$ cat src/rtl/core/btp_pkg.sv
// Shared types and constants for the block transposition permuter.
package btp_pkg;

  localparam int MAX_BLOCK_DEF = 16;
  localparam int KEY_SLOTS     = 16;
  localparam int LEN_W         = 5;
  localparam int SLOT_W        = 4;
  localparam int KEY_W         = KEY_SLOTS * SLOT_W;
  localparam int SYM_W         = 8;
  localparam int CFG_IDX_W     = 1;
  localparam int CFG_DATA_W    = KEY_W;
  localparam int QDEPTH        = 2;

  localparam logic [CFG_IDX_W-1:0] REG_KEY_LENGTH = 1'b0;
  localparam logic [CFG_IDX_W-1:0] REG_PERM_KEY   = 1'b1;

  localparam logic [LEN_W-1:0] KEY_LENGTH_RST = 5'd16;
  localparam logic [KEY_W-1:0] PERM_KEY_RST   = 64'hFEDC_BA98_7654_3210;

  // Flushed block handed from front to back.
  typedef struct packed {
    logic             bank;
    logic [LEN_W-1:0] held;
    logic             eom;
  } desc_t;

  // Store write from the front.
  typedef struct packed {
    logic             we;
    logic             bank;
    logic [LEN_W-1:0] idx;
    logic [SYM_W-1:0] data;
  } wr_t;

  // Bank handed back once all its words are read.
  typedef struct packed {
    logic valid;
    logic bank;
  } rel_t;

  typedef enum logic {
    BK_IDLE,
    BK_EMIT
  } bk_state_t;

endpackage

$ cat src/rtl/core/btp_front.sv
// Front end: fills the store banks and queues each flushed block.
module btp_front #(
  parameter int MAX_BLOCK = btp_pkg::MAX_BLOCK_DEF
) (
  input  logic                      clk,
  input  logic                      rst,
  input  logic                      in_valid,
  output logic                      in_stall,
  input  logic [btp_pkg::SYM_W-1:0] symbol,
  input  logic                      end_of_message,
  input  logic [btp_pkg::LEN_W-1:0] eff_len,
  input  logic                      q_full,
  output logic                      push,
  output btp_pkg::desc_t            push_desc,
  output btp_pkg::wr_t              wr,
  input  btp_pkg::rel_t             rel,
  output logic [1:0]                busy
);

  logic [btp_pkg::LEN_W-1:0] fill, fill_next, fill_inc;
  logic                      wr_bank, wr_bank_next;
  logic [1:0]                busy_next;
  logic                      accept, flush;

  always_comb begin
    in_stall  = busy[wr_bank] || q_full;
    accept    = in_valid && !in_stall;
    fill_inc  = fill + 5'd1;
    flush     = (fill_inc >= eff_len) || end_of_message;

    wr.we     = accept && (int'(fill) < MAX_BLOCK);
    wr.bank   = wr_bank;
    wr.idx    = fill;
    wr.data   = symbol;

    push           = accept && flush;
    push_desc.bank = wr_bank;
    push_desc.held = (fill_inc < eff_len) ? fill_inc : eff_len;
    push_desc.eom  = end_of_message;

    fill_next    = fill;
    wr_bank_next = wr_bank;
    busy_next    = busy;
    if (rel.valid) begin
      busy_next[rel.bank] = 1'b0;
    end
    if (accept) begin
      fill_next = fill_inc;
    end
    // Close the bank and switch to the other one.
    if (push) begin
      fill_next          = '0;
      wr_bank_next       = ~wr_bank;
      busy_next[wr_bank] = 1'b1;
    end
  end

  always_ff @(posedge clk) begin
    if (rst) begin
      fill    <= '0;
      wr_bank <= 1'b0;
      busy    <= '0;
    end else begin
      fill    <= fill_next;
      wr_bank <= wr_bank_next;
      busy    <= busy_next;
    end
  end

endmodule

$ cat src/rtl/core/btp_queue.sv
// Short descriptor queue between front and back.
module btp_queue (
  input  logic           clk,
  input  logic           rst,
  input  logic           push,
  input  btp_pkg::desc_t push_desc,
  input  logic           pop,
  output btp_pkg::desc_t head,
  output logic           full,
  output logic           empty
);

  localparam int PW = (btp_pkg::QDEPTH > 1) ? $clog2(btp_pkg::QDEPTH) : 1;
  localparam int CW = $clog2(btp_pkg::QDEPTH + 1);

  btp_pkg::desc_t entry [btp_pkg::QDEPTH];
  logic [PW-1:0]  wr_ptr, rd_ptr;
  logic [CW-1:0]  count;

  always_comb begin
    head  = entry[rd_ptr];
    full  = (int'(count) == btp_pkg::QDEPTH);
    empty = (count == '0);
  end

  always_ff @(posedge clk) begin
    if (push && !full) begin
      entry[wr_ptr] <= push_desc;
    end
  end

  always_ff @(posedge clk) begin
    if (rst) begin
      wr_ptr <= '0;
      rd_ptr <= '0;
      count  <= '0;
    end else begin
      if (push && !full) begin
        wr_ptr <= (int'(wr_ptr) == btp_pkg::QDEPTH - 1) ? '0 : wr_ptr + 1'b1;
      end
      if (pop && !empty) begin
        rd_ptr <= (int'(rd_ptr) == btp_pkg::QDEPTH - 1) ? '0 : rd_ptr + 1'b1;
      end
      count <= count + CW'(push && !full) - CW'(pop && !empty);
    end
  end

endmodule

$ cat src/rtl/core/btp_back.sv
// Back end: holds the store banks and emits each block in key order.
module btp_back #(
  parameter int MAX_BLOCK = btp_pkg::MAX_BLOCK_DEF
) (
  input  logic                      clk,
  input  logic                      rst,
  input  btp_pkg::wr_t              wr,
  input  logic                      q_empty,
  input  btp_pkg::desc_t            head,
  output logic                      pop,
  output btp_pkg::rel_t             rel,
  input  logic [btp_pkg::LEN_W-1:0] eff_len,
  input  logic [btp_pkg::KEY_W-1:0] perm_key,
  output logic                      out_valid,
  input  logic                      out_stall,
  output logic [btp_pkg::SYM_W-1:0] plain_symbol,
  output logic                      block_last,
  output logic                      message_last
);

  localparam int AW = $clog2(MAX_BLOCK);

  logic [btp_pkg::SYM_W-1:0]     mem [2][MAX_BLOCK];

  btp_pkg::bk_state_t            state, state_next;
  logic [btp_pkg::KEY_SLOTS-1:0] pending, pending_next, pick, mask;
  logic [btp_pkg::SLOT_W-1:0]    idx, src, nib;
  logic                          cur_bank, cur_eom;
  logic                          load, last, can_load;

  always_ff @(posedge clk) begin
    if (wr.we) begin
      mem[wr.bank][AW'(wr.idx)] <= wr.data;
    end
  end

  always_comb begin
    // Entries that point inside the held symbols of the queued block.
    mask = '0;
    nib  = '0;
    for (int m = 0; m < btp_pkg::KEY_SLOTS; m++) begin
      nib = perm_key[m*btp_pkg::SLOT_W +: btp_pkg::SLOT_W];
      mask[m] = (m < int'(eff_len)) && ({1'b0, nib} < head.held) &&
                (int'(nib) < MAX_BLOCK);
    end

    pick = pending & (~pending + 1'b1);
    idx  = '0;
    for (int i = 0; i < btp_pkg::KEY_SLOTS; i++) begin
      if (pick[i]) begin
        idx = idx | btp_pkg::SLOT_W'(i);
      end
    end
    src      = perm_key[{idx, 2'b00} +: btp_pkg::SLOT_W];
    last     = (pending & ~pick) == '0;
    can_load = !out_valid || !out_stall;

    state_next   = state;
    pending_next = pending;
    pop          = 1'b0;
    load         = 1'b0;
    rel.valid    = 1'b0;
    rel.bank     = cur_bank;
    case (state)
      btp_pkg::BK_IDLE: begin
        if (!q_empty) begin
          pop          = 1'b1;
          pending_next = mask;
          state_next   = btp_pkg::BK_EMIT;
        end
      end
      btp_pkg::BK_EMIT: begin
        if (pending == '0) begin
          // Block with nothing to emit: drop it.
          rel.valid  = 1'b1;
          state_next = btp_pkg::BK_IDLE;
        end else if (can_load) begin
          load         = 1'b1;
          pending_next = pending & ~pick;
          if (last) begin
            rel.valid  = 1'b1;
            state_next = btp_pkg::BK_IDLE;
          end
        end
      end
      default: begin
        state_next = btp_pkg::BK_IDLE;
      end
    endcase
  end

  always_ff @(posedge clk) begin
    if (rst) begin
      state     <= btp_pkg::BK_IDLE;
      pending   <= '0;
      out_valid <= 1'b0;
    end else begin
      state   <= state_next;
      pending <= pending_next;
      if (load) begin
        out_valid <= 1'b1;
      end else if (!out_stall) begin
        out_valid <= 1'b0;
      end
    end
  end

  always_ff @(posedge clk) begin
    if (pop) begin
      cur_bank <= head.bank;
      cur_eom  <= head.eom;
    end
    if (load) begin
      plain_symbol <= mem[cur_bank][AW'(src)];
      block_last   <= last;
      message_last <= last && cur_eom;
    end
  end

endmodule

$ cat src/rtl/core/block_transposition_permuter_core.sv
// Block transposition permuter: config registers, front end, queue and back end.
// Queue, back-end state and output registers lie between a flush and its first word.
// Throughput: one input word per cycle while a bank is free and the queue has room;
// the back end emits one word per cycle unless stalled and goes idle between blocks.
// Two store banks let one block fill while the previous one drains.
// Reset clears the fill count, bank flags, queue, output valid and config to defaults.
module block_transposition_permuter_core #(
  parameter int MAX_BLOCK = btp_pkg::MAX_BLOCK_DEF
) (
  input  logic                           clk,
  input  logic                           rst,
  input  logic                           cfg_we,
  input  logic [btp_pkg::CFG_IDX_W-1:0]  cfg_index,
  input  logic [btp_pkg::CFG_DATA_W-1:0] cfg_data,
  input  logic                           in_valid,
  output logic                           in_stall,
  input  logic [btp_pkg::SYM_W-1:0]      symbol,
  input  logic                           end_of_message,
  output logic                           out_valid,
  input  logic                           out_stall,
  output logic [btp_pkg::SYM_W-1:0]      plain_symbol,
  output logic                           block_last,
  output logic                           message_last
);

  localparam int LEN_TOP = (MAX_BLOCK < btp_pkg::KEY_SLOTS) ? MAX_BLOCK : btp_pkg::KEY_SLOTS;

  logic [btp_pkg::LEN_W-1:0] key_length, eff_len;
  logic [btp_pkg::KEY_W-1:0] perm_key;

  logic           q_push, q_pop, q_full, q_empty;
  btp_pkg::desc_t push_desc, head;
  btp_pkg::wr_t   wr;
  btp_pkg::rel_t  rel;
  logic [1:0]     busy;

  always_ff @(posedge clk) begin
    if (rst) begin
      key_length <= btp_pkg::KEY_LENGTH_RST;
      perm_key   <= btp_pkg::PERM_KEY_RST;
    end else if (cfg_we) begin
      case (cfg_index)
        btp_pkg::REG_KEY_LENGTH: key_length <= cfg_data[btp_pkg::LEN_W-1:0];
        btp_pkg::REG_PERM_KEY:   perm_key   <= cfg_data[btp_pkg::KEY_W-1:0];
        default: ;
      endcase
    end
  end

  // Clamp the block length to 1 .. LEN_TOP.
  always_comb begin
    if (key_length == '0) begin
      eff_len = 5'd1;
    end else if (int'(key_length) > LEN_TOP) begin
      eff_len = btp_pkg::LEN_W'(LEN_TOP);
    end else begin
      eff_len = key_length;
    end
  end

  btp_front #(
    .MAX_BLOCK(MAX_BLOCK)
  ) u_front (
    .clk           (clk),
    .rst           (rst),
    .in_valid      (in_valid),
    .in_stall      (in_stall),
    .symbol        (symbol),
    .end_of_message(end_of_message),
    .eff_len       (eff_len),
    .q_full        (q_full),
    .push          (q_push),
    .push_desc     (push_desc),
    .wr            (wr),
    .rel           (rel),
    .busy          (busy)
  );

  btp_queue u_queue (
    .clk      (clk),
    .rst      (rst),
    .push     (q_push),
    .push_desc(push_desc),
    .pop      (q_pop),
    .head     (head),
    .full     (q_full),
    .empty    (q_empty)
  );

  btp_back #(
    .MAX_BLOCK(MAX_BLOCK)
  ) u_back (
    .clk         (clk),
    .rst         (rst),
    .wr          (wr),
    .q_empty     (q_empty),
    .head        (head),
    .pop         (q_pop),
    .rel         (rel),
    .eff_len     (eff_len),
    .perm_key    (perm_key),
    .out_valid   (out_valid),
    .out_stall   (out_stall),
    .plain_symbol(plain_symbol),
    .block_last  (block_last),
    .message_last(message_last)
  );

  a_no_push_full: assert property (@(posedge clk) disable iff (rst)
    q_push |-> !q_full)
    else $error("descriptor pushed into a full queue");

  a_write_free_bank: assert property (@(posedge clk) disable iff (rst)
    wr.we |-> !busy[wr.bank])
    else $error("store write into a bank still draining");

  a_release_busy: assert property (@(posedge clk) disable iff (rst)
    rel.valid |-> busy[rel.bank])
    else $error("release of a bank that was not closed");

  a_msg_implies_block: assert property (@(posedge clk) disable iff (rst)
    (out_valid && message_last) |-> block_last)
    else $error("message end without block end");

endmodule
$ cat config.mk
export PLATFORM = sky130hd
export DESIGN_NAME = block_transposition_permuter_core
export DESIGN_NICKNAME = d
export VERILOG_FILES = /design/src/rtl/core/btp_pkg.sv /design/src/rtl/core/btp_front.sv /design/src/rtl/core/btp_queue.sv /design/src/rtl/core/btp_back.sv /design/src/rtl/core/block_transposition_permuter_core.sv
export SDC_FILE = /design/constraint.sdc
export NUM_CORES = 1
export LEC_CHECK = 0
export ABC_AREA = 1
export BUFFER_PORTS_ARGS = -buffer_cell sky130_fd_sc_hd__buf_2
export CAP_MARGIN = 20
export CORE_AREA = 4 4 206 208
export CTS_CLUSTER_DIAMETER = 60
export DETAILED_ROUTE_END_ITERATION = 12
export DIE_AREA = 0 0 210 212
export GPL_ROUTABILITY_DRIVEN = 0
export MAX_ROUTING_LAYER = met4
export SKIP_CTS_REPAIR_TIMING = 1
export SYNTH_ARGS = -nofsm -noshare
export SYNTH_HDL_FRONTEND = slang
export SYNTH_SLANG_ARGS = --single-unit
$ cat constraint.sdc
create_clock -name clk -period 8.4 [get_ports clk]
set_input_delay 0.84 -clock clk [delete_from_list [all_inputs] [get_ports clk]]
set_output_delay 0.84 -clock clk [all_outputs]
set_load 0.03 [all_outputs]
; After elaboration in Yosys (flattened, before gate mapping)
; Memory sizes are Yosys's and may differ from the RTL's. A register that Yosys moved wholly into a read port is not among the register bits.
; Index checks and enable logic that the tools add are counted.
[word_totals]
register_bits = 111
ramBits = 270
in_bits = 79
wordCells = 185
n_memories = 2
[op_classes]
n_addsub = 6
order_cmp = 43
eq_ne = 5
n_shift = 1
muxes = 59
bitwise_logic = 12
reduce_logical = 41
[memory_table]
columns = memory, depth, width, rd, rd_clocked_by_memory_dff, wr, line_no
row1 = u_back.mem, 2, 128, 1, 1, 1, btp_back.sv:23  ; logic [btp_pkg::SYM_W-1:0] mem [2][MAX_BLOCK];
row2 = u_queue.entry, 2, 7, 1, 1, 1, btp_queue.sv:16  ; btp_pkg::desc_t entry [btp_pkg::QDEPTH];
[ops]
columns = op, count
row1 = $mux W128, 1
row2 = $lt A4 B5 Y1, 16
row3 = $shiftx A64 B7 Y4, 1
row4 = $mux W16, 3
row5 = $lt A4 B5 Y1 const A, 8
row6 = $and A16 B16 Y16, 2
row7 = $bmux W8 S4, 1
row8 = $demux W8 S4, 1
row9 = $logic_not A16 Y1, 2
row10 = $mux W4, 8
row11 = $not A16 Y16, 2
row12 = $pmux W16 S2, 1
row13 = $mux W1, 27
row14 = $logic_and A1 B1 Y1, 25
row15 = $mux W8, 3
row16 = $lt A3 B5 Y1 const A, 4
row17 = $add A16 B1 Y16 const B, 1
row18 = $mux W5, 3
row19 = $mux W3, 4
row20 = $ge A5 B5 Y1 const B, 2
row21 = $lt A1 B5 Y1 const A, 2
row22 = $lt A2 B5 Y1 const A, 2
row23 = $not A4 Y5, 2
row24 = $mux W2, 4
row25 = 27 further kinds, 42

; Longest topological paths before layout
[logic_depth]
ltp_word = 23
depth_mapped = 19
depth_no_buf = 17

; Cells and area by module
; Synthesis repeated with hierarchy kept, for this count alone.
[hier_totals]
cells_unflattened = 1800
area_unflattened_um2 = 18336.3
[modules_own_cells]
columns = mod, instances, cells_per_inst, area_per_inst_um2, seq_area_each_um2
row1 = btp_back, 1, 1323, 14358.8, 8428.1
row2 = block_transposition_permuter_core, 1, 318, 2476.1, 1381.3
row3 = btp_queue, 1, 62, 807.0, 520.5
row4 = btp_front, 1, 97, 694.4, 160.2

; Least setup slack after synthesis
; OpenSTA, ideal clock, no wires.
[synth_path]
kind = reg2reg
start = register u_front.fill[2] in the netlist's numbering
end = memory u_queue.entry[1][0] in the netlist's numbering, enable pin
setup_ps = 368
arrival_ps = 2519
required_ps = 8032
setup_slack_ps = 5514
stages_incl_launch_ff = 14
path_buffers = 1
synth_period_minus_slack_ps = 2886
path_cell_list = dfxtp_1 clkbuf_1 nand2_1 inv_1 nand2_1 xor2_1 ha_1 nand2_1 or2_2 nand3_1 inv_1 a31oi_1 inv_1 nor2_1
[synth_between]
elab_chain_cells = 7
[synth_lines]
columns = element, line_no
row1 = "start, declared", btp_front.sv:20  ; logic [btp_pkg::LEN_W-1:0] fill, fill_next, fill_inc;
row2 = "start signal, assigned", btp_front.sv:64  ; fill <= fill_next;
row3 = $add A5 B1 Y5, btp_front.sv:28  ; fill_inc = fill + 5'd1;
row4 = "named net u_front.fill_inc, one bit", btp_front.sv:20
row5 = $ge A5 B5 Y1, btp_front.sv:29  ; flush = (fill_inc >= eff_len) || end_of_message;
row6 = $logic_or A1 B1 Y1, btp_front.sv:29
row7 = $logic_and A1 B1 Y1, btp_front.sv:36  ; push = accept && flush;
row8 = $logic_and A1 B1 Y1, btp_queue.sv:27  ; if (push && !full) begin
row9 = $mux W1, btp_queue.sv:27
row10 = $mux W1 (not written as such), btp_queue.sv:28  ; entry[wr_ptr] <= push_desc;
row11 = "end, declared", btp_queue.sv:16
; The timed path passes the listed nets, and every way through them passes these cells.

; Worst setup path after layout
[layout_path]
start = register u_back.pending[5] in the netlist's numbering
end = register u_back.plain_symbol[2] in the netlist's numbering (data pin)
[layout_between]
elab_chain_cells = 19
[layout_lines]
columns = element, line_no
row1 = "start, declared", btp_back.sv:26  ; logic [btp_pkg::KEY_SLOTS-1:0] pending, pending_next, pick, mask;
row2 = "start signal, assigned", btp_back.sv:99  ; pending <= pending_next;
row3 = $not A16 Y16, btp_back.sv:47  ; pick = pending & (~pending + 1'b1);
row4 = $add A16 B1 Y16, btp_back.sv:47
row5 = $and A16 B16 Y16 (*), btp_back.sv:47
row6 = $mux W3 (3 in a row), btp_back.sv:50  ; if (pick[i]) begin
row7 = $mux W4 (7 in a row), btp_back.sv:50
row8 = $mux W4 (*), btp_back.sv:50
row9 = $shiftx A64 B7 Y4 (*), btp_back.sv:54  ; src = perm_key[{idx, 2'b00} +: btp_pkg::SLOT_W];
row10 = $not A4 Y5 (not written as such) (*), btp_back.sv:114  ; plain_symbol <= mem[cur_bank][AW'(src)];
row11 = $bmux W8 S4 (*), btp_back.sv:114
row12 = $mux W8 (not written as such) (*) (2 in a row), btp_back.sv:114
row13 = "end signal, assigned", btp_back.sv:114
row14 = "end, declared", btp_back.sv:16  ; output logic [btp_pkg::SYM_W-1:0] plain_symbol,
; Mark *: on every way between the ends. The rest lies on a longest branch, timed or not. The select of a mux whose other input is x is not followed.
; A chain may end at the register's enable or synchronous reset.

==> summary.md <==
| Metric | Value |
|---|---|
| Outcome | finished, final reports clean |
| Gr usage total | a little over a fifth |
| Number of diodes | 0 |
| Iter 0 DRT Violations | 1,078 |
| Worst-path maximum fanout | 65 |
| Min Clock Period, post-route | 3.93 ns |
| Global-route wire length before repair | approximately 70 mm |
| Yosys cell types | 42 |
| Max incr delay on CP | 0.63 ns |
| F_max | 255 MHz |
| Drt wl/cell | 19.5 µm |
| Max Cap Violations | 0 |
| Ports | 91 |
| Post-synth top flop | edfxtp_1 |
| Post-layout util | between 40% and 50% |
| Crit share post-route | 46.8% |
| Slew headroom | 26.8% |
| Die Footprint | 44,500 µm² |
| Layout cells sized above 1 | 12.8% |
| Final slew viol count | 0 |
| Num CTS Buffers | 42 |
| Clock sink total | 383 |
| Post-Syn Area | 18,100 µm² |
| Remaining Overflow, GRT | 0 |
| Slew @ Worst Pin | between 1 and 1.5 ns |
| Unrepaired setup endpoints after global routing | no |
| Fillers | between 3,000 and 4,000 |
| Synth Instances | 1,718 |
| Largest net degree at the start of global routing | 70 |
| CTS Buffer Depth | 3 |
| Worst setup SP type | flop |
| Sequential element share of the synthesized area | 58.0% |
| CP Capture Type | flop |
| DRT antenna net count | 0 |
| Final Skew | 0.0285 ns |
| Final net count | 1,919 |
| Die W | 210 µm |
| CP Data Arrival Time | roughly 4.4 ns |
| Post-DP HPWL | 30.2 mm |
| Clock tree from TritonCTS | done |
| Pre-antenna DRT Iters | 5 |
| Starting Density | 44.6% |
| Initial antenna violation count | 0 |
| Vias in the first global route | 12,486 |
| P&R area growth vs syn | 11.4% |
| Asr flop ratio synth | 0% |
| Synth warn | 0 |
| DRC | 0 |
| Seq cells post-synth | 383 |
| Hold Crit Class | flop to flop |
| Setup violations, final | 0 |
| Vias per cell | 5.43 |
| Via count | ~13,000 |
| Most common cell after layout, fill and taps aside | edfxtp_1 |
| Max VDD drop | approximately 0.00041 V |
| Syn Area/Cell | 10.5 µm² |
| Post-synth EDFFs | 282 |
| CP required | a little under 9 ns |
| Root buffer cell | clkbuf_16 |
| Die height | 212 µm |
| Clock transition at path regs | 0.06 ns |
| Row cnt | 74 |
| Power density over the cells | 425 nW/µm² |
| Final Hold Viols | 0 |
| Later-pin clock latency in the skew report | 0.56 ns |
| Sequence of cells on the critical path | nor2_1, nand2_2, nor2_8, nand3_2, nand2_1, inv_2, nand2_8, nand2_1, nand3_1, nand3_2, nand3_4, buf_4, nand2_4, nand2_1, nand3_1, nand3_1, nand3_1, nand2_1 |
| Aggregate negative setup slack | 0 ns |
| R2R Setup Slk | 4.47 ns |
| IO Port Bufs | 90 |
| Commonest cells after routing, fill and taps aside | edfxtp_1, nand2_1, nand3_1 |
| H-tree depth | 2 |
| Crit path kind | flop to flop |
| Crit-path slowest cell | buf_4 |
| Leak | ~8 nW |
| Final WL | 45.8 mm |
| Syn_nets | 1,856 |
| Core region area | 40,600 µm² |
==> per-layer routing <==
metal	routed length, µm	share of wire, %	vias up	GRT usage (%)
met5	0	0	-	-
li1	-	-	6173	-
met1	20000	44	6107	27.9
met2	22000	48	381	34.2
met3	2560	5.6	68	3.17
met4	1270	2.8	0	6.12
==> logic make-up (layout without fill, tap and decap cells) <==
family                   Yosys count  in the layout  synth area share [%]
buffers and inverters            193            289                  4.96
adder cells (fa/ha/maj)           59             59                  4.08
AND/OR/NAND/NOR                  768            768                  19.8
flip-flops                       383            383                  58.0
XOR/XNOR                           4              4                 0.194
multiplexers                     132            132                  7.31
AO/OA/AOI/OAI                    179            179                  5.61
==> registers in the layout, indices dropped and copies added (netlist names), 2 cells and up, named ones only <==
| register | count |
|---|---|
| key_length | 5 |
| perm_key | 64 |
| u_back.mem | 256 |
| u_back.pending | 16 |
| u_back.plain_symbol | 8 |
| u_front.busy | 2 |
| u_front.fill | 5 |
| u_queue.count | 2 |
| u_queue.entry | 14 |
==> per-stage QoR <==
stage,std cells,hold slack [ns],power [mW],setup WS (ns),area (µm²)
after detailed placement,2267,0.448,6.80,4.52,18800
after global placement,2267,0.438,6.76,4.61,18800
after floorplan,1718,0.423,5.93,5.51,18100
final,2346,0.455,8.57,4.47,20200
after CTS,2344,0.454,8.58,4.51,20100
after global routing,2346,0.463,9.19,4.12,20200
==> final timing paths <==
path,from,end,depth (start not counted)
max,u_back.pending[5],u_back.plain_symbol[2],18
min,u_queue.count[1],u_queue.count[1],1
max reg2reg,u_back.pending[5],u_back.plain_symbol[2],18
min reg2reg,u_queue.count[1],u_queue.count[1],1
==> cell usage after synthesis, types with 2 or more instances <==
cell | number | area, µm²
dfxtp_1 | 101 | 2020
o21bai_1 | 16 | 120
o21a_1 | 2 | 15.0
nand2_4 | 3 | 33.8
xor2_1 | 4 | 35.0
nand2_1 | 282 | 1060
nand2_2 | 8 | 50.1
a31oi_1 | 2 | 12.5
o21ai_0 | 67 | 335
a211oi_1 | 12 | 90.1
nor2_2 | 4 | 25.0
nor2_4 | 3 | 33.8
nand3_4 | 2 | 35.0
a21oi_1 | 63 | 315
nand3_1 | 261 | 1310
nand4_1 | 3 | 18.8
edfxtp_1 | 282 | 8470
buf_12 | 2 | 40.0
buf_4 | 3 | 22.5
inv_1 | 97 | 364
nor2_1 | 151 | 567
o22ai_1 | 3 | 18.8
mux2i_1 | 132 | 1320
ha_1 | 59 | 738
nand3_2 | 28 | 280
buf_6 | 14 | 158
nor2_8 | 2 | 40.0
nor3_1 | 17 | 85.1
clkbuf_1 | 47 | 176
a221oi_1 | 3 | 26.3
buf_1 | 2 | 7.51
buf_2 | 17 | 85.1
o211ai_1 | 9 | 67.6
inv_2 | 9 | 33.8
==> critical path, delay by kind of cell, from the launching register on <==
kind                   cells  cell delay, ns
buffers and inverters      2            0.80
DFF                        1            0.33
and+or+nand+nor           16            2.62
==> power breakdown <==
| group | internal [mW] | switching, mW | total [mW] |
|---|---|---|---|
| Sequential | 2.24 | 0.135 | 2.37 |
| Combinational | 1.39 | 3.06 | 4.45 |
| Clock | 1.01 | 0.740 | 1.75 |
| Total | 4.64 | 3.93 | 8.57 |
==> cell type report <==
class                      count  area, µm²  share of cell area (%)
sequential                   383      10500                    52.1
multi-input combinational   1142       6700                    33.3
clock buffer                  56       1160                    5.78
tap                          532        666                    3.30
timing repair buffer         104        563                    2.79
inverter                     108        408                    2.02
clock inverter                21        154                   0.764
No activity file was read; power rests on OpenSTA's default activity.
